## config.mk

```make
export PLATFORM = sky130hd
export DESIGN_NAME = encoder_setpoint_accelerator_unit_flat
export DESIGN_NICKNAME = d
export VERILOG_FILES = /design/src/design/esa_pkg.sv /design/src/design/esa_if.sv /design/src/design/esa_cfg_regs.sv /design/src/design/esa_update.sv /design/src/design/encoder_setpoint_accelerator_unit.sv /design/src/flat_wrapper.sv
export SDC_FILE = /design/constraint.sdc
export NUM_CORES = 1
export LEC_CHECK = 0
export ABC_AREA = 1
export ABC_CLOCK_PERIOD_IN_PS = 6100
export BUFFER_PORTS_ARGS = -buffer_cell sky130_fd_sc_hd__buf_2
export CAP_MARGIN = 10
export CORE_ASPECT_RATIO = 2
export CORE_MARGIN = 1
export CORE_UTILIZATION = 40
export CTS_BUF_LIST = sky130_fd_sc_hd__clkbuf_8
export DETAILED_ROUTE_END_ITERATION = 16
export HOLD_SLACK_MARGIN = 0.03
export PLACE_DENSITY = 0.54
export SYNTH_ARGS = -nofsm -noshare
export SYNTH_HDL_FRONTEND = slang
export SYNTH_SLANG_ARGS = --single-unit
```

## constraint.sdc

```tcl
create_clock -name clk -period 6.1 [get_ports clk]
set_input_delay 1.22 -clock clk [delete_from_list [all_inputs] [get_ports clk]]
set_output_delay 1.22 -clock clk [all_outputs]
set_load 0.05 [all_outputs]
```

## src/design/esa_pkg.sv

```systemverilog
// types, constants and helpers shared by the encoder setpoint accelerator
`default_nettype none
package esa_pkg;

	localparam int NUM_KNOBS   = 2;
	localparam int COUNT_WIDTH = 8;

	localparam int VAL_W      = 14;
	localparam int THR_W      = 10;
	localparam int KSPD_W     = 10;
	localparam int TGT_W      = 2;
	localparam int STEP_W     = 5;
	localparam int CFG_IDX_W  = 2;
	localparam int CFG_DATA_W = 14;

	// register indexes
	localparam logic [CFG_IDX_W-1:0] CFG_FAST_THRESHOLD    = 2'd0;
	localparam logic [CFG_IDX_W-1:0] CFG_TEMP_MAX          = 2'd1;
	localparam logic [CFG_IDX_W-1:0] CFG_SPEED_MAX         = 2'd2;
	localparam logic [CFG_IDX_W-1:0] CFG_SPEED_START_VALUE = 2'd3;

	localparam logic [THR_W-1:0] RST_FAST_THRESHOLD    = 10'd60;
	localparam logic [VAL_W-1:0] RST_TEMP_MAX          = 14'd3000;
	localparam logic [VAL_W-1:0] RST_SPEED_MAX         = 14'd1500;
	localparam logic [VAL_W-1:0] RST_SPEED_START_VALUE = 14'd200;

	// request and knob codes
	localparam logic REQ_EDGE   = 1'b0;
	localparam logic REQ_TICK   = 1'b1;
	localparam logic KNOB_TEMP  = 1'b0;
	localparam logic KNOB_SPEED = 1'b1;

	localparam logic [TGT_W-1:0] EDIT_NONE  = 2'd0;
	localparam logic [TGT_W-1:0] EDIT_TEMP  = 2'd1;
	localparam logic [TGT_W-1:0] EDIT_SPEED = 2'd2;

	localparam logic [STEP_W-1:0] STEP_FINE   = 5'd10;
	localparam logic [STEP_W-1:0] STEP_COARSE = 5'd30;

	localparam logic [COUNT_WIDTH-1:0] COUNT_MAX   = {COUNT_WIDTH{1'b1}};
	localparam logic [KSPD_W-1:0]      SPEED_LIMIT = {KSPD_W{1'b1}};

	// edges per window scaled to edges per minute
	localparam int MEAS_PER_MIN = 60;
	localparam int MEAS_WINDOW  = 20;
	localparam int SPEED_MUL    = MEAS_PER_MIN / MEAS_WINDOW;
	localparam int PROD_W       = COUNT_WIDTH + 2;
	localparam int MEAS_W       = (PROD_W > KSPD_W) ? PROD_W : KSPD_W;

	typedef struct packed {
		logic req_type;
		logic knob_sel;
		logic b_level;
		logic system_running;
	} item_t;

	typedef struct packed {
		logic [VAL_W-1:0] temp_setpoint;
		logic [VAL_W-1:0] speed_setpoint;
		logic             setpoint_changed;
		logic [TGT_W-1:0] edit_target;
	} result_t;

	typedef struct packed {
		logic [THR_W-1:0] fast_threshold;
		logic [VAL_W-1:0] temp_ceil;
		logic [VAL_W-1:0] speed_ceil;
		logic [VAL_W-1:0] speed_start_value;
	} cfg_t;

	typedef struct packed {
		logic [VAL_W-1:0]                        temp_value;
		logic [VAL_W-1:0]                        speed_value;
		logic [NUM_KNOBS-1:0][COUNT_WIDTH-1:0]   edge_count;
		logic [NUM_KNOBS-1:0][KSPD_W-1:0]        knob_speed;
		logic [TGT_W-1:0]                        edit_mode;
	} state_t;

	function automatic logic [KSPD_W-1:0] meas_speed(input logic [COUNT_WIDTH-1:0] cnt);
		logic [MEAS_W-1:0] prod;
		prod = MEAS_W'(cnt) * MEAS_W'(SPEED_MUL);
		return (prod > MEAS_W'(SPEED_LIMIT)) ? SPEED_LIMIT : prod[KSPD_W-1:0];
	endfunction

endpackage
`default_nettype wire

```

## src/design/esa_if.sv

```systemverilog
// handshake channels: input items, result items and register writes
`default_nettype none
interface esa_in_if;
	logic valid;
	logic ready;
	logic req_type;
	logic knob_sel;
	logic b_level;
	logic system_running;

	modport source (output valid, output req_type, output knob_sel, output b_level,
		output system_running, input ready);
	modport sink (input valid, input req_type, input knob_sel, input b_level,
		input system_running, output ready);
endinterface

interface esa_out_if;
	logic                     valid;
	logic                     ready;
	logic [esa_pkg::VAL_W-1:0] temp_setpoint;
	logic [esa_pkg::VAL_W-1:0] speed_setpoint;
	logic                     setpoint_changed;
	logic [esa_pkg::TGT_W-1:0] edit_target;

	modport source (output valid, output temp_setpoint, output speed_setpoint,
		output setpoint_changed, output edit_target, input ready);
	modport sink (input valid, input temp_setpoint, input speed_setpoint,
		input setpoint_changed, input edit_target, output ready);
endinterface

interface esa_cfg_if;
	logic                          valid;
	logic                          ready;
	logic [esa_pkg::CFG_IDX_W-1:0]  index;
	logic [esa_pkg::CFG_DATA_W-1:0] data;

	modport source (output valid, output index, output data, input ready);
	modport sink (input valid, input index, input data, output ready);
endinterface
`default_nettype wire

```

## src/design/esa_cfg_regs.sv

```systemverilog
// configuration register bank
`default_nettype none
module esa_cfg_regs (
	input  wire              clk,
	input  wire              arst_n,
	esa_cfg_if.sink          cfg,
	output esa_pkg::cfg_t    regs
);
	import esa_pkg::*;

	cfg_t regs_q;

	assign cfg.ready = 1'b1;
	assign regs      = regs_q;

	always_ff @(posedge clk or negedge arst_n) begin
		if (!arst_n) begin
			regs_q.fast_threshold    <= RST_FAST_THRESHOLD;
			regs_q.temp_ceil         <= RST_TEMP_MAX;
			regs_q.speed_ceil        <= RST_SPEED_MAX;
			regs_q.speed_start_value <= RST_SPEED_START_VALUE;
		end else if (cfg.valid) begin
			case (cfg.index)
				CFG_FAST_THRESHOLD: begin
					regs_q.fast_threshold <= cfg.data[THR_W-1:0];
				end
				CFG_TEMP_MAX: begin
					regs_q.temp_ceil <= cfg.data[VAL_W-1:0];
				end
				CFG_SPEED_MAX: begin
					regs_q.speed_ceil <= cfg.data[VAL_W-1:0];
				end
				CFG_SPEED_START_VALUE: begin
					regs_q.speed_start_value <= cfg.data[VAL_W-1:0];
				end
				default: begin
				end
			endcase
		end
	end
endmodule
`default_nettype wire

```

## src/design/esa_update.sv

```systemverilog
// next-state and result logic for one knob edge or measurement tick
`default_nettype none
module esa_update (
	input  wire esa_pkg::state_t cur,
	input  wire esa_pkg::item_t  item,
	input  wire esa_pkg::cfg_t   regs,
	output esa_pkg::state_t  nxt,
	output esa_pkg::result_t res
);
	import esa_pkg::*;

	function automatic logic [VAL_W-1:0] adj_temp(input logic [VAL_W-1:0] v,
		input logic [STEP_W-1:0] step, input logic down, input logic [VAL_W-1:0] vmax);
		logic [VAL_W:0] sum;
		sum = {1'b0, v} + (VAL_W+1)'(step);
		if (down) begin
			return (v <= VAL_W'(step)) ? '0 : v - VAL_W'(step);
		end
		return (sum > {1'b0, vmax}) ? vmax : sum[VAL_W-1:0];
	endfunction

	function automatic logic [VAL_W-1:0] adj_speed(input logic [VAL_W-1:0] v,
		input logic [STEP_W-1:0] step, input logic down, input logic [VAL_W-1:0] vmax,
		input logic [VAL_W-1:0] vstart);
		logic [VAL_W:0]   sum;
		logic [VAL_W-1:0] diff;
		diff = v - VAL_W'(step);
		sum  = (v == '0) ? {1'b0, vstart} : {1'b0, v} + (VAL_W+1)'(step);
		if (down) begin
			if (v < VAL_W'(step)) begin
				return '0;
			end
			return (diff < vstart) ? '0 : diff;
		end
		return (sum > {1'b0, vmax}) ? vmax : sum[VAL_W-1:0];
	endfunction

	logic [STEP_W-1:0] step;
	logic              changed;

	// coarse step once the measured knob speed reaches the threshold
	assign step = (cur.knob_speed[item.knob_sel] < regs.fast_threshold) ?
		STEP_FINE : STEP_COARSE;

	always_comb begin
		nxt     = cur;
		changed = 1'b0;
		if (item.req_type == REQ_TICK) begin
			for (int k = 0; k < NUM_KNOBS; k++) begin
				nxt.knob_speed[k] = meas_speed(cur.edge_count[k]);
				nxt.edge_count[k] = '0;
			end
		end else begin
			if (cur.edge_count[item.knob_sel] != COUNT_MAX) begin
				nxt.edge_count[item.knob_sel] = cur.edge_count[item.knob_sel] +
					COUNT_WIDTH'(1);
			end
			// running system only counts edges
			if (!item.system_running) begin
				changed = 1'b1;
				if (item.knob_sel == KNOB_TEMP) begin
					nxt.edit_mode  = EDIT_TEMP;
					nxt.temp_value = adj_temp(cur.temp_value, step, item.b_level,
						regs.temp_ceil);
				end else begin
					nxt.edit_mode   = EDIT_SPEED;
					nxt.speed_value = adj_speed(cur.speed_value, step, item.b_level,
						regs.speed_ceil, regs.speed_start_value);
				end
			end
		end
	end

	assign res.temp_setpoint    = nxt.temp_value;
	assign res.speed_setpoint   = nxt.speed_value;
	assign res.setpoint_changed = changed;
	assign res.edit_target      = nxt.edit_mode;
endmodule
`default_nettype wire

```

## src/design/encoder_setpoint_accelerator_unit.sv

```systemverilog
// path: an accepted item waits in the input register, then moves to the result register once that is free
// throughput: one item per cycle while results are taken; the setpoint state updates at the result register load
// a held result does not block at once: an empty input register still takes an item while it waits
// stall: input ready drops only when both registers are full and the result is not taken
// reset: arst_n clears setpoints, edge counts, knob speeds, edit target and both valids,
// and loads the configuration registers with their defaults
`default_nettype none
module encoder_setpoint_accelerator_unit (
	input  wire      clk,
	input  wire      arst_n,
	esa_in_if.sink   item_in,
	esa_out_if.source result_out,
	esa_cfg_if.sink  cfg
);
	import esa_pkg::*;

	cfg_t    regs;
	state_t  state_q;
	state_t  state_nxt;
	item_t   item_s1;
	result_t res_nxt;
	result_t res_q;
	logic    valid_s1;
	logic    out_valid_q;
	logic    advance;
	logic    fire_s1;
	logic    take_in;

	esa_cfg_regs u_cfg (
		.clk    (clk),
		.arst_n (arst_n),
		.cfg    (cfg),
		.regs   (regs)
	);

	esa_update u_update (
		.cur  (state_q),
		.item (item_s1),
		.regs (regs),
		.nxt  (state_nxt),
		.res  (res_nxt)
	);

	assign advance       = !out_valid_q || result_out.ready;
	assign fire_s1       = valid_s1 && advance;
	assign item_in.ready = !valid_s1 || advance;
	assign take_in       = item_in.valid && item_in.ready;

	always_ff @(posedge clk or negedge arst_n) begin
		if (!arst_n) begin
			valid_s1    <= 1'b0;
			out_valid_q <= 1'b0;
			state_q     <= '0;
		end else begin
			if (take_in) begin
				valid_s1 <= 1'b1;
			end else if (fire_s1) begin
				valid_s1 <= 1'b0;
			end
			if (fire_s1) begin
				out_valid_q <= 1'b1;
				state_q     <= state_nxt;
			end else if (result_out.ready) begin
				out_valid_q <= 1'b0;
			end
		end
	end

	always_ff @(posedge clk) begin
		if (take_in) begin
			item_s1.req_type       <= item_in.req_type;
			item_s1.knob_sel       <= item_in.knob_sel;
			item_s1.b_level        <= item_in.b_level;
			item_s1.system_running <= item_in.system_running;
		end
		if (fire_s1) begin
			res_q <= res_nxt;
		end
	end

	assign result_out.valid            = out_valid_q;
	assign result_out.temp_setpoint    = res_q.temp_setpoint;
	assign result_out.speed_setpoint   = res_q.speed_setpoint;
	assign result_out.setpoint_changed = res_q.setpoint_changed;
	assign result_out.edit_target      = res_q.edit_target;

	a_fire_gives_result: assert property (@(posedge clk) disable iff (!arst_n)
		fire_s1 |=> out_valid_q)
		else $error("processed item did not reach the result register");

	a_stall_only_when_full: assert property (@(posedge clk) disable iff (!arst_n)
		!item_in.ready |-> (valid_s1 && out_valid_q && !result_out.ready))
		else $error("input stalled without a full pipeline");

	a_change_has_target: assert property (@(posedge clk) disable iff (!arst_n)
		(out_valid_q && res_q.setpoint_changed) |-> (res_q.edit_target != EDIT_NONE))
		else $error("setpoint change without edit target");

	a_tick_clears_counts: assert property (@(posedge clk) disable iff (!arst_n)
		(fire_s1 && item_s1.req_type == REQ_TICK) |=> (state_q.edge_count == '0))
		else $error("tick left edge counts");

	a_running_holds_temp: assert property (@(posedge clk) disable iff (!arst_n)
		(fire_s1 && item_s1.req_type == REQ_EDGE && item_s1.system_running)
		|=> $stable(state_q.temp_value))
		else $error("temperature edited while running");
endmodule
`default_nettype wire
```

## src/flat_wrapper.sv

```systemverilog
// flat-port wrapper written by rule: the top's interface ports become plain ports
module encoder_setpoint_accelerator_unit_flat import esa_pkg::*;
  (clk, arst_n, item_in_valid, item_in_req_type, item_in_knob_sel, item_in_b_level, item_in_system_running, item_in_ready, result_out_valid, result_out_temp_setpoint, result_out_speed_setpoint, result_out_setpoint_changed, result_out_edit_target, result_out_ready, cfg_valid, cfg_index, cfg_data, cfg_ready);
  esa_in_if item_in_i ();
  esa_out_if result_out_i ();
  esa_cfg_if cfg_i ();
  input  wire clk;
  input  wire arst_n;
  input wire logic [$bits(item_in_i.valid)-1:0] item_in_valid;
  input wire logic [$bits(item_in_i.req_type)-1:0] item_in_req_type;
  input wire logic [$bits(item_in_i.knob_sel)-1:0] item_in_knob_sel;
  input wire logic [$bits(item_in_i.b_level)-1:0] item_in_b_level;
  input wire logic [$bits(item_in_i.system_running)-1:0] item_in_system_running;
  output wire logic [$bits(item_in_i.ready)-1:0] item_in_ready;
  output wire logic [$bits(result_out_i.valid)-1:0] result_out_valid;
  output wire logic [$bits(result_out_i.temp_setpoint)-1:0] result_out_temp_setpoint;
  output wire logic [$bits(result_out_i.speed_setpoint)-1:0] result_out_speed_setpoint;
  output wire logic [$bits(result_out_i.setpoint_changed)-1:0] result_out_setpoint_changed;
  output wire logic [$bits(result_out_i.edit_target)-1:0] result_out_edit_target;
  input wire logic [$bits(result_out_i.ready)-1:0] result_out_ready;
  input wire logic [$bits(cfg_i.valid)-1:0] cfg_valid;
  input wire logic [$bits(cfg_i.index)-1:0] cfg_index;
  input wire logic [$bits(cfg_i.data)-1:0] cfg_data;
  output wire logic [$bits(cfg_i.ready)-1:0] cfg_ready;
  assign item_in_i.valid = item_in_valid;
  assign item_in_i.req_type = item_in_req_type;
  assign item_in_i.knob_sel = item_in_knob_sel;
  assign item_in_i.b_level = item_in_b_level;
  assign item_in_i.system_running = item_in_system_running;
  assign item_in_ready = item_in_i.ready;
  assign result_out_valid = result_out_i.valid;
  assign result_out_temp_setpoint = result_out_i.temp_setpoint;
  assign result_out_speed_setpoint = result_out_i.speed_setpoint;
  assign result_out_setpoint_changed = result_out_i.setpoint_changed;
  assign result_out_edit_target = result_out_i.edit_target;
  assign result_out_i.ready = result_out_ready;
  assign cfg_i.valid = cfg_valid;
  assign cfg_i.index = cfg_index;
  assign cfg_i.data = cfg_data;
  assign cfg_ready = cfg_i.ready;
  encoder_setpoint_accelerator_unit u_core (.clk(clk), .arst_n(arst_n), .item_in(item_in_i), .result_out(result_out_i), .cfg(cfg_i));
endmodule
```

== Word-level counts from Yosys, hierarchy flattened ==
Cells that the tools add are included.

* Logic and storage cells: 107
* Bits in registers: 155
* Input bits: 25
* Output and inout port bits: 34
* Memories: 0
* Latch bits: 0
* Memory bits (read-only): 0
* Memory bits (writable): 0

* $add $sub $neg: 5
* Shifts and indexed selects: 0
* Multiply operators: 2
* Eq/ne operators: 4
* Reductions and logical operators: 18
* Bitwise operators: 0
* $lt $le $gt $ge: 10
* Multiplexer cells: 47
* Div/mod/pow operators: 0

{| class="wikitable"
|+ Operators with widths
! cell !! number
|-
| two-way mux 14 bit || 12
|-
| two-way mux 28 bit || 2
|-
| two-way mux 10 bit || 4
|-
| two-way mux 16 bit || 2
|-
| adder 14 x 5 -> 15 bit || 2
|-
| > comparator 15 x 14 -> 1 bit || 2
|-
| subtractor 14 x 5 -> 14 bit || 2
|-
| two-way mux 8 bit || 3
|-
| > comparator 10 bit (second input constant) || 2
|-
| multiplier 8 x 2 -> 10 bit (second input constant) || 2
|-
| two-way mux 1 bit || 17
|-
| bitwise mux 16 bit || 1
|-
| two-way mux 15 bit || 1
|-
| <= comparator 14 x 5 -> 1 bit || 1
|-
| zero test 14 bit || 1
|-
| < comparator 14 bit || 1
|-
| < comparator 14 x 5 -> 1 bit || 1
|-
| AND reduction 2 bit || 6
|-
| < comparator 10 bit || 1
|-
| adder 8 x 1 -> 8 bit (second input constant) || 1
|-
| demux 8 bit (select 1 bit) || 1
|-
| != test 8 bit (second input constant) || 1
|-
| two-way mux 2 bit || 3
|-
| nonzero test 2 bit || 3
|-
| 9 further kinds || 14
|}

== Longest topological paths before layout ==
Gate-level depths: netlist of run 1.

* Depth after elaboration: 16
* Gate-level depth with buffers: 35
* Gate-level depth less buffers: 33

== Modules after synthesis ==
A second synthesis of run 1 with hierarchy kept.

* Cell total of the unflattened synthesis: 1599
* Area, all modules: 11775.0 µm²

{| class="wikitable"
|+ Modules (own cells, without submodules)
! module !! cells each !! area each (µm²) !! seq. area each (µm²) !! instances
|-
| esa_update || 1032 || 5779.3 || 0.0 || 1
|-
| encoder_setpoint_accelerator_unit || 332 || 3754.9 || 2752.6 || 1
|-
| esa_cfg_regs || 235 || 2240.9 || 1327.5 || 1
|}

== Worst setup path after synthesis of run 1 ==
Ideal clock, no wire load.

* Kind: flip-flop to flip-flop
* Start: register u_core.item_s1[2] (netlist name)
* End: register u_core.res_q, in the netlist u_core.result_out.temp_setpoint[12], data pin
* Buffers on the path: 3
* Library setup time: 0.261 ns
* Cell stages (with the launch flop): 31
* Arrival time: 4.494 ns
* Setup slack: 1.345 ns
* Cell sequence: edfxtp_1 -> buf_2 -> buf_1 -> nand2_1 -> nand2_1 -> ha_1 -> a21o_1 -> a221oi_1 -> and2_1 -> inv_1 -> ha_1 -> inv_1 -> o21ai_2 -> nand2_1 -> a21oi_1 -> xor2_1 -> inv_1 -> ha_1 -> nand2_1 -> inv_1 -> a21oi_1 -> nand2_1 -> nand2_1 -> nand2_1 -> nand2_1 -> nand2_1 -> nand2_1 -> clkbuf_1 -> nand3_1 -> nand3_2 -> a21boi_1

{| class="wikitable"
|+ RTL lines
! item !! line !! source
|-
| start: declaration || encoder_setpoint_accelerator_unit.sv:20 || <nowiki>item_t item_s1;</nowiki>
|-
| end signal: assignment || encoder_setpoint_accelerator_unit.sv:77 || <nowiki>res_q <= res_nxt;</nowiki>
|-
| end: declaration || encoder_setpoint_accelerator_unit.sv:22 || <nowiki>result_t res_q;</nowiki>
|}

==> results of run 1 <==
[cells by family (layout without fill, tap and decap cells)]
group | after synthesis | in the layout | share of synthesized area
DFF | 155 | 155 | 0.383
AOI/OAI and AO/OA | 228 | 228 | 0.122
buffers and inverters | 259 | 308 | 0.0983
xor gates and xnor gates | 36 | 36 | 0.0296
adders and majority gates | 85 | 85 | 0.104
and+or+nand+nor | 640 | 640 | 0.263
other | 1 | 1 | 0.000352
[cell usage in the layout (no fill, tap or decap), types with 3 or more instances in the layout]
master	n
o21ai_0	111
dfstp_2	21
nor2_1	76
nor2_2	4
nand2_1	387
dfrtp_1	99
inv_1	201
a21oi_1	36
buf_4	9
o21a_1	7
o21ai_1	10
edfxtp_1	35
inv_2	9
nand4_1	11
a21boi_0	7
a31oi_1	13
a21o_1	7
a21boi_1	20
xnor2_1	5
o22ai_1	10
nand3_2	14
buf_2	56
clkbuf_8	17
fa_1	6
xor2_1	31
nand2_2	15
nor3_1	9
ha_1	79
nand3_1	108
inv_6	6
nor4_1	3
[cell type report]
| type | instances | area share |
|---|---|---|
| multi-input combinational | 990 | 0.477 |
| sequential | 155 | 0.353 |
| inverter | 211 | 0.0685 |
| tap | 344 | 0.0372 |
| timing repair buffer | 65 | 0.0301 |
| clock buffer | 17 | 0.0202 |
| clock inverter | 15 | 0.0134 |
[report_power, final]
group,internal [mW],switching [mW]
clock,0.338,0.456
combinational,1.08,2.25
sequential,1.38,0.325
[how the worst max path moves through the flow]
stage                 startpoint                                   end  slack, ps
3_3_place_gp   u_core.item_s1[2]  u_core.result_out.speed_setpoint[11]        730
6_report       u_core.item_s1[2]  u_core.result_out.speed_setpoint[11]        640
5_1_grt        u_core.item_s1[2]    u_core.result_out.temp_setpoint[1]        210
3_5_place_dp   u_core.item_s1[2]  u_core.result_out.speed_setpoint[11]        650
2_1_floorplan  u_core.item_s1[2]   u_core.result_out.temp_setpoint[12]       1340
4_1_cts        u_core.item_s1[2]  u_core.result_out.speed_setpoint[11]        640
[metrics by stage]
step	instance area [µm²]	cells
after global routing	11600	1797
final	11600	1797
after global placement	11200	1765
after detailed placement	11200	1765
after CTS	11600	1797
after floorplan	10600	1404
[flip-flops by register name, summed over array words and instances (netlist names)]
register,cells
u_core.result_out.valid,1
u_core.result_out.speed_setpoint,14
u_core.result_out.edit_target,2
u_core.item_s1,4
u_core.result_out.temp_setpoint,14
u_core.valid_s1,1
u_core.u_cfg.regs,52
u_core.result_out.setpoint_changed,1
u_core.state_q,66
[worst max-delay path: stages, from the launching register on]
cell and delay, ps:
edfxtp_1 570, buf_4 310, nand2_1 100, o21ai_0 100, ha_1 260, nand2_1 80, nor2_1 60, a221oi_1 260
and2_1 170, buf_4 190, inv_1 160, ha_1 370, inv_1 120, a31oi_1 270, nand2_1 200, nor3_1 210
xor2_1 220, inv_1 110, ha_1 300, a21oi_1 120, o21ai_0 90, a21oi_1 120, nand2_1 300, nand2_1 240
nor2_1 70, nor2_1 120, a21boi_1 90
[metal layers]
metal	part of all wire	vias up	wire length, µm
li1	-	4592	-
met1	0.32	4296	10300
met2	0.58	173	18700
met3	0.016	105	503
met4	0.081	0	2590
met5	0	-	0
==> impl_metrics.tcl, run 1 <==
set metrics [dict create \
    status "complete, no violations" \
    vias 9166 \
    synth_edf_count 35 \
    ios 59 \
    syn_inst 1404 \
    grt_pass1_vias 9386 \
    synthToLayoutAreaGrowth_pct 8.58 \
    synth_most_common_cell "nand2_1" \
    critPathMaxFanout 21 \
    r2r_start "u_core.item_s1[2]" \
    synth-seq-cells 155 \
    grt_pass1_wl_um 49800 \
    postCtsSetupBuffers 0 \
    drive_above_1_share 0.116 \
    grt_overflow 0 \
    antenna_found_initial 0 \
    core_area_mm2 0.0262 \
    met3_usage 0.0277 \
    ant_nets 0 \
    hold_class "flip-flop to flip-flop" \
    leakage_nw 6.03 \
    wire_per_inst_um 17.9 \
    synth_area_mm2 0.0106 \
    crit_arrival_ps 5700 \
    cp-end-kind "flip-flop" \
    htree_levels 4 \
    synth.distinct_cells 48 \
    slew_headroom 0.238 \
    clock-sinks 155 \
    synth_ff_type "dfrtp_1" \
    pre_cts_ws_ps 649 \
    drv_slew 0 \
    drv_cap 0 \
    hpwl_um 26000 \
    multi_input_area_mm2 0.00552 \
    start_kind "flip-flop" \
    fmax_mhz 183 \
    grt_max_degree 66 \
    tightest_slew_ps 1140 \
    cts_root_buffer "clkbuf_8" \
    vias_per_cell 5.10 \
    drt-pass1-iter-count 5 \
    final_nets 1550 \
    worstRegToRegCells 26 \
    grtUsageMet1 0.204 \
    insertion_delay_ps 500 \
    place.gp.congestion 0.952 \
    power_mw 5.83 \
    numCtsBuffers 17 \
    yosysTopAreaCellShare 0.233 \
    wirelength_um 32100 \
    timing.setup.tns_ps 0 \
    ys_seq_area_frac 0.383 \
    hold_slack_ps 494 \
    fill_cells 2713 \
    die_area_mm2 0.0273 \
    whs_path_depth 2 \
    hold_path.startpoint "u_core.u_cfg.regs[19]" \
    rsz0062_at_grt "no" \
    seqCellArea_mm2 0.00408 \
    grtUsageMet2 0.502 \
    p_per_area_mw_per_mm2 504 \
    skew_ps 12.3 \
    drc 0 \
    ctsHoldBuffers 0 \
    fin_ws_ps 635 \
    num_antenna_cells 0 \
    clk_pin_slew_ps 100 \
    synthTopCellsByCount "nand2_1 (387), inv_1 (200), o21ai_0 (111), nand3_1 (108), dfrtp_1 (99)" \
    cts_buffer_depth 2 \
    cts-resized-gates 0 \
    fin_crit_sh 0.896 \
    die_h_um 233 \
    synth-async-reset-ratio 0.774 \
    initial_core_util 0.407 \
    ir_worst_vdd_mv 0.182 \
    top_usage_layer "met2" \
    rrSetupSlack_ps 640 \
    final.min_clock_period_ps 5460 \
    port_buffers 57 \
    synth.net_count 1514 \
    dieWidth_um 117 \
    hold_viol 0 \
    cts_tree "yes" \
    yosysWarnings 0 \
    setup_viol 0 \
    worst-setup-path-type "flip-flop to flip-flop" \
    syn_avg_cell_area_um2 7.58 \
    synth_top_cell_by_area "dfrtp_1" \
    synth_top_cells_by_area "dfrtp_1 (23%), nand2_1 (14%), edfxtp_1 (9.9%)" \
    critical_path_required_ps 6330 \
    hold_path_end "u_core.u_cfg.regs[19]" \
    final_core_utilization 0.442 \
    grt_usage 0.246 \
    r2r_end "u_core.result_out.speed_setpoint[11]" \
    rows 84 \
    drtIter0Drc 445 \
]
Power figures use the tool's default switching activity.
==> run 2: changes to the inputs <==
--- a/config.mk
+++ b/config.mk
@@ -9,7 +9,7 @@
 export ABC_CLOCK_PERIOD_IN_PS = 6100
 export BUFFER_PORTS_ARGS = -buffer_cell sky130_fd_sc_hd__buf_2
 export CAP_MARGIN = 10
-export CORE_ASPECT_RATIO = 2
+export CORE_ASPECT_RATIO = 1.2
 export CORE_MARGIN = 1
 export CORE_UTILIZATION = 40
 export CTS_BUF_LIST = sky130_fd_sc_hd__clkbuf_8
==> impl_metrics.tcl, run 2 (synthesized netlist as in run 1, its figures left out) <==
set metrics [dict create \
    final_cell_mix "nand2_1 (387), inv_1 (200), o21ai_0 (111)" \
    setup_viol 0 \
    place.gp.congestion 0.897 \
    grt_max_degree 70 \
    final_nets 1551 \
    cts_tree "yes" \
    path_buf_inv 5 \
    die_h_um 181 \
    grt_pass1_wl_um 45200 \
    critPathMaxFanout 15 \
    wire_per_inst_um 15.2 \
    port_buffers 57 \
    numCtsBuffers 17 \
    power_mw 5.71 \
    worst-setup-path-type "flip-flop to flip-flop" \
    start_kind "flip-flop" \
    slew_headroom 0.303 \
    pre_cts_ws_ps 598 \
    drc 0 \
    drtIter0Drc 488 \
    regMostFlops "u_core.state_q" \
    htree_levels 4 \
    tightest_slew_ps 1040 \
    insertion_delay_ps 480 \
    max_stage_delay_ps 520 \
    fmax_mhz 181 \
    drt-pass1-iter-count 5 \
    wirelength_um 27300 \
    status "complete, no violations" \
    fin_crit_sh 0.905 \
    drv_cap 0 \
    hold_viol 0 \
    ir_worst_vdd_mv 0.184 \
    largest_reg_flops 66 \
    timing.setup.tns_ps 0 \
    multi_input_area_mm2 0.00552 \
    vias_per_cell 4.96 \
    die_area_mm2 0.0273 \
    critPathMostFrequentCell "nand2_1" \
    rows 65 \
    cp-end-kind "flip-flop" \
    clk_pin_slew_ps 100 \
    cp_top_family "simple AND/OR/NAND/NOR gates" \
    initial_core_util 0.406 \
    skew_ps 17.5 \
    ctsHoldBuffers 0 \
    hpwl_um 20900 \
    p_per_area_mw_per_mm2 493 \
    ios 59 \
    postCtsSetupBuffers 0 \
    grt_overflow 0 \
    num_antenna_cells 0 \
    seqCellArea_mm2 0.00408 \
    antenna_found_initial 0 \
    clock-sinks 155 \
    hold_class "flip-flop to flip-flop" \
    grt_usage 0.213 \
    vias 8865 \
    fin_ws_ps 582 \
    critPathSlowestCell "edfxtp_1" \
    leakage_nw 6.03 \
    cts_root_buffer "clkbuf_8" \
    critical_path_required_ps 6310 \
    drive_above_1_share 0.118 \
    dieWidth_um 151 \
    cts_buffer_depth 2 \
    layout_commonest_cell "nand2_1" \
    rsz0062_at_grt "no" \
    cts-resized-gates 0 \
    fill_cells 2719 \
    ant_nets 0 \
    final.min_clock_period_ps 5520 \
    synthToLayoutAreaGrowth_pct 8.94 \
    drv_slew 0 \
    crit_arrival_ps 5730 \
    grt_pass1_vias 8620 \
    core_area_mm2 0.0262 \
]
[run 2: final timing paths]
kind,start,to,slack [ps],cells past startpoint
max in group asynchronous,arst_n,u_core.state_q[49],3940,2
setup reg to reg,u_core.item_s1[2],u_core.result_out.speed_setpoint[3],580,26
min in group asynchronous,arst_n,u_core.state_q[62],780,1
setup / recovery,u_core.item_s1[2],u_core.result_out.speed_setpoint[3],580,26
hold reg to reg,u_core.u_cfg.regs[22],u_core.u_cfg.regs[22],490,2
hold / removal,u_core.u_cfg.regs[22],u_core.u_cfg.regs[22],490,2
[run 2: layer usage]
| layer | part of all wire | global-route usage | vias up |
|---|---|---|---|
| met2 | 0.48 | 0.355 | 174 |
| met3 | 0.035 | 0.0275 | 19 |
| met4 | 0.011 | 0.0524 | 0 |
| li1 | - | - | 4593 |
| met5 | 0 | 0 | - |
| met1 | 0.47 | 0.290 | 4079 |
[run 2: area by class of cell]
type | count | area share
inverters | 211 | 0.0683
multi-input cells | 990 | 0.476
well taps | 335 | 0.0361
repair buffers | 66 | 0.0306
clock inverters | 14 | 0.0159
flip-flops and latches | 155 | 0.352
clock buffers | 18 | 0.0214
[run 2: tightest hold or removal path, stage by stage (launching register included)]
cell,delay [ps]
dfstp_2,380
nand2_1,50
o21ai_0,70
[run 2: power by group]
part	internal (mW)	total, mW	leakage (nW)	switching (mW)
sequential	1.38	1.68	1.84	0.296
combinational	1.07	3.17	3.99	2.10
clock	0.424	0.865	0.205	0.441
total	2.88	5.71	6.03	2.84
[run 2: through the flow]
stage | std cells | area [µm²] | hold WS, ps | util
finish | 1789 | 11600 | 493 | 0.443
global route | 1789 | 11600 | 515 | 0.443
CTS | 1785 | 11600 | 498 | 0.442
floorplan | 1404 | 10600 | 442 | -
detailed placement | 1753 | 11100 | 473 | 0.425
global placement | 1753 | 11100 | 466 | 0.425
==> run 3: changes to the inputs <==
--- a/config.mk
+++ b/config.mk
@@ -11,11 +11,11 @@
 export CAP_MARGIN = 10
 export CORE_ASPECT_RATIO = 1.2
 export CORE_MARGIN = 1
-export CORE_UTILIZATION = 40
+export CORE_UTILIZATION = 60
 export CTS_BUF_LIST = sky130_fd_sc_hd__clkbuf_8
 export DETAILED_ROUTE_END_ITERATION = 16
 export HOLD_SLACK_MARGIN = 0.03
-export PLACE_DENSITY = 0.54
+export PLACE_DENSITY = 0.77
 export SYNTH_ARGS = -nofsm -noshare
 export SYNTH_HDL_FRONTEND = slang
 export SYNTH_SLANG_ARGS = --single-unit
==> impl_metrics.tcl, run 3 (synthesized netlist as in run 1, its figures left out) <==
set metrics [dict create \
    pre_cts_ws_ps 478 \
    drv_slew 0 \
    grt_overflow 0 \
    p_per_area_mw_per_mm2 505 \
    cts_root_buffer "clkbuf_8" \
    grt_max_degree 70 \
    drtIter0Drc 708 \
    vias 9209 \
    final_core_utilization 0.658 \
    swShare 0.483 \
    grt_usage 0.298 \
    clk_pin_slew_ps 90 \
    dieWidth_um 124 \
    htree_levels 4 \
    skew_ps 13.1 \
    regMostFlops "u_core.state_q" \
    cp-end-kind "flip-flop" \
    ant_nets 0 \
    placed_area_mm2 0.0110 \
    port_buffers 57 \
    drc 0 \
    status "complete, no violations" \
    ctsHoldBuffers 0 \
    final_area_mm2 0.0115 \
    hpwl_um 19400 \
    die_area_mm2 0.0183 \
    cts_tree "yes" \
    synthToLayoutAreaGrowth_pct 7.85 \
    wirelength_um 25500 \
    rsz0062_at_grt "no" \
    leakage_nw 6.05 \
    p_int_mw 3.00 \
    drt-pass1-iter-count 5 \
    rows 53 \
    critPathSlowestCell "edfxtp_1" \
    fin_crit_sh 0.911 \
    pwr-share-comb 0.549 \
    max_stage_delay_ps 630 \
    grt_pass1_vias 8580 \
    start_kind "flip-flop" \
    hold_viol 0 \
    layout_commonest_cell "nand2_1" \
    numCtsBuffers 17 \
    final.min_clock_period_ps 5560 \
    largest_reg_flops 66 \
    slew_headroom 0.341 \
    grt_pass1_wl_um 41900 \
    drive_above_1_share 0.115 \
    ios 59 \
    worst-setup-path-type "flip-flop to flip-flop" \
    clock-sinks 155 \
    die_h_um 148 \
    critical_path_required_ps 6300 \
    tightest_slew_ps 983 \
    fmax_mhz 180 \
    crit_arrival_ps 5760 \
    final_cell_mix "nand2_1 (386), inv_1 (201), o21ai_0 (111)" \
    rrSetupSlack_ps 540 \
    power.share.clock 0.162 \
    setup_viol 0 \
    critPathMostFrequentCell "nand2_1" \
    place.gp.congestion 0.973 \
    critPathMaxFanout 16 \
    fin_ws_ps 541 \
    drv_cap 0 \
    insertion_delay_ps 470 \
    p_sw_mw 2.80 \
    placedCellCount 1638 \
    vias_per_cell 5.51 \
    hold_class "flip-flop to flip-flop" \
    cts_buffer_depth 2 \
    antenna_found_initial 2 \
    finalNonFillerCells 1671 \
    ir_worst_vdd_mv 0.263 \
    pwr-share-seq 0.289 \
    final_nets 1547 \
    wire_per_inst_um 15.3 \
    timing.setup.tns_ps 0 \
    core_area_mm2 0.0174 \
    initial_core_util 0.610 \
]
## run 3: worst paths after layout
path / cells after the start / from / end
min in group asynchronous: 1 / arst_n / u_core.state_q[63]
worst min register to register: 2 / u_core.state_q[4] / u_core.state_q[4]
worst max-delay path: 26 / u_core.item_s1[2] / u_core.result_out.speed_setpoint[3]
max in group asynchronous: 2 / arst_n / u_core.u_cfg.regs[51]
worst max register to register: 26 / u_core.item_s1[2] / u_core.result_out.speed_setpoint[3]
worst min-delay path: 2 / u_core.state_q[4] / u_core.state_q[4]
## run 3: metrics by stage
step	total power, mW	hold WS [ps]
2_1_floorplan	4.14	442
3_3_place_gp	4.72	460
3_5_place_dp	4.81	466
4_1_cts	5.78	489
5_1_grt	6.32	503
6_report	5.80	492
## run 3: area by class of cell
class | count | area, µm²
flip-flops and latches | 155 | 4080
clock buffers | 19 | 262
repair buffers | 62 | 325
multi-input cells | 990 | 5520
clock inverters | 13 | 221
inverters | 211 | 792
diodes | 1 | 2.50
fillers | 1534 | 5960
well taps | 220 | 275
## run 3: timing repair
item | in CTS | in global routing
setup endpoints to repair | 0 | 50
hold endpoints to repair | 0 | 0
setup buffers | 0 | 0
resized for setup | 0 | 2
## run 3: per-layer routing
layer  vias to the layer above  part of all wire  track usage  wire [µm]
met5                         -           0.00051            0         13
met4                         2             0.033        0.137        846
met3                        68             0.052       0.0394       1320
met2                       296              0.48        0.487      12400
met1                      4249              0.43        0.388      11000
li1                       4594                 -            -          -
## run 3: power by group through the flow
stage	clock (mW)	combinational [mW]	sequential, mW
finish	0.941	3.18	1.68
global route	0.990	3.62	1.72
CTS	0.955	3.16	1.67
detailed placement	0	3.13	1.68
global placement	0	3.05	1.68
floorplan	0	2.39	1.75
## run 3: worst max-delay path: cells and delay by family (launching register included)
family	cells	cell delay, ps
AOI/OAI and AO/OA	6	850
adders and majority gates	3	970
buffers and inverters	4	480
DFF	1	630
and+or+nand+nor	13	2350
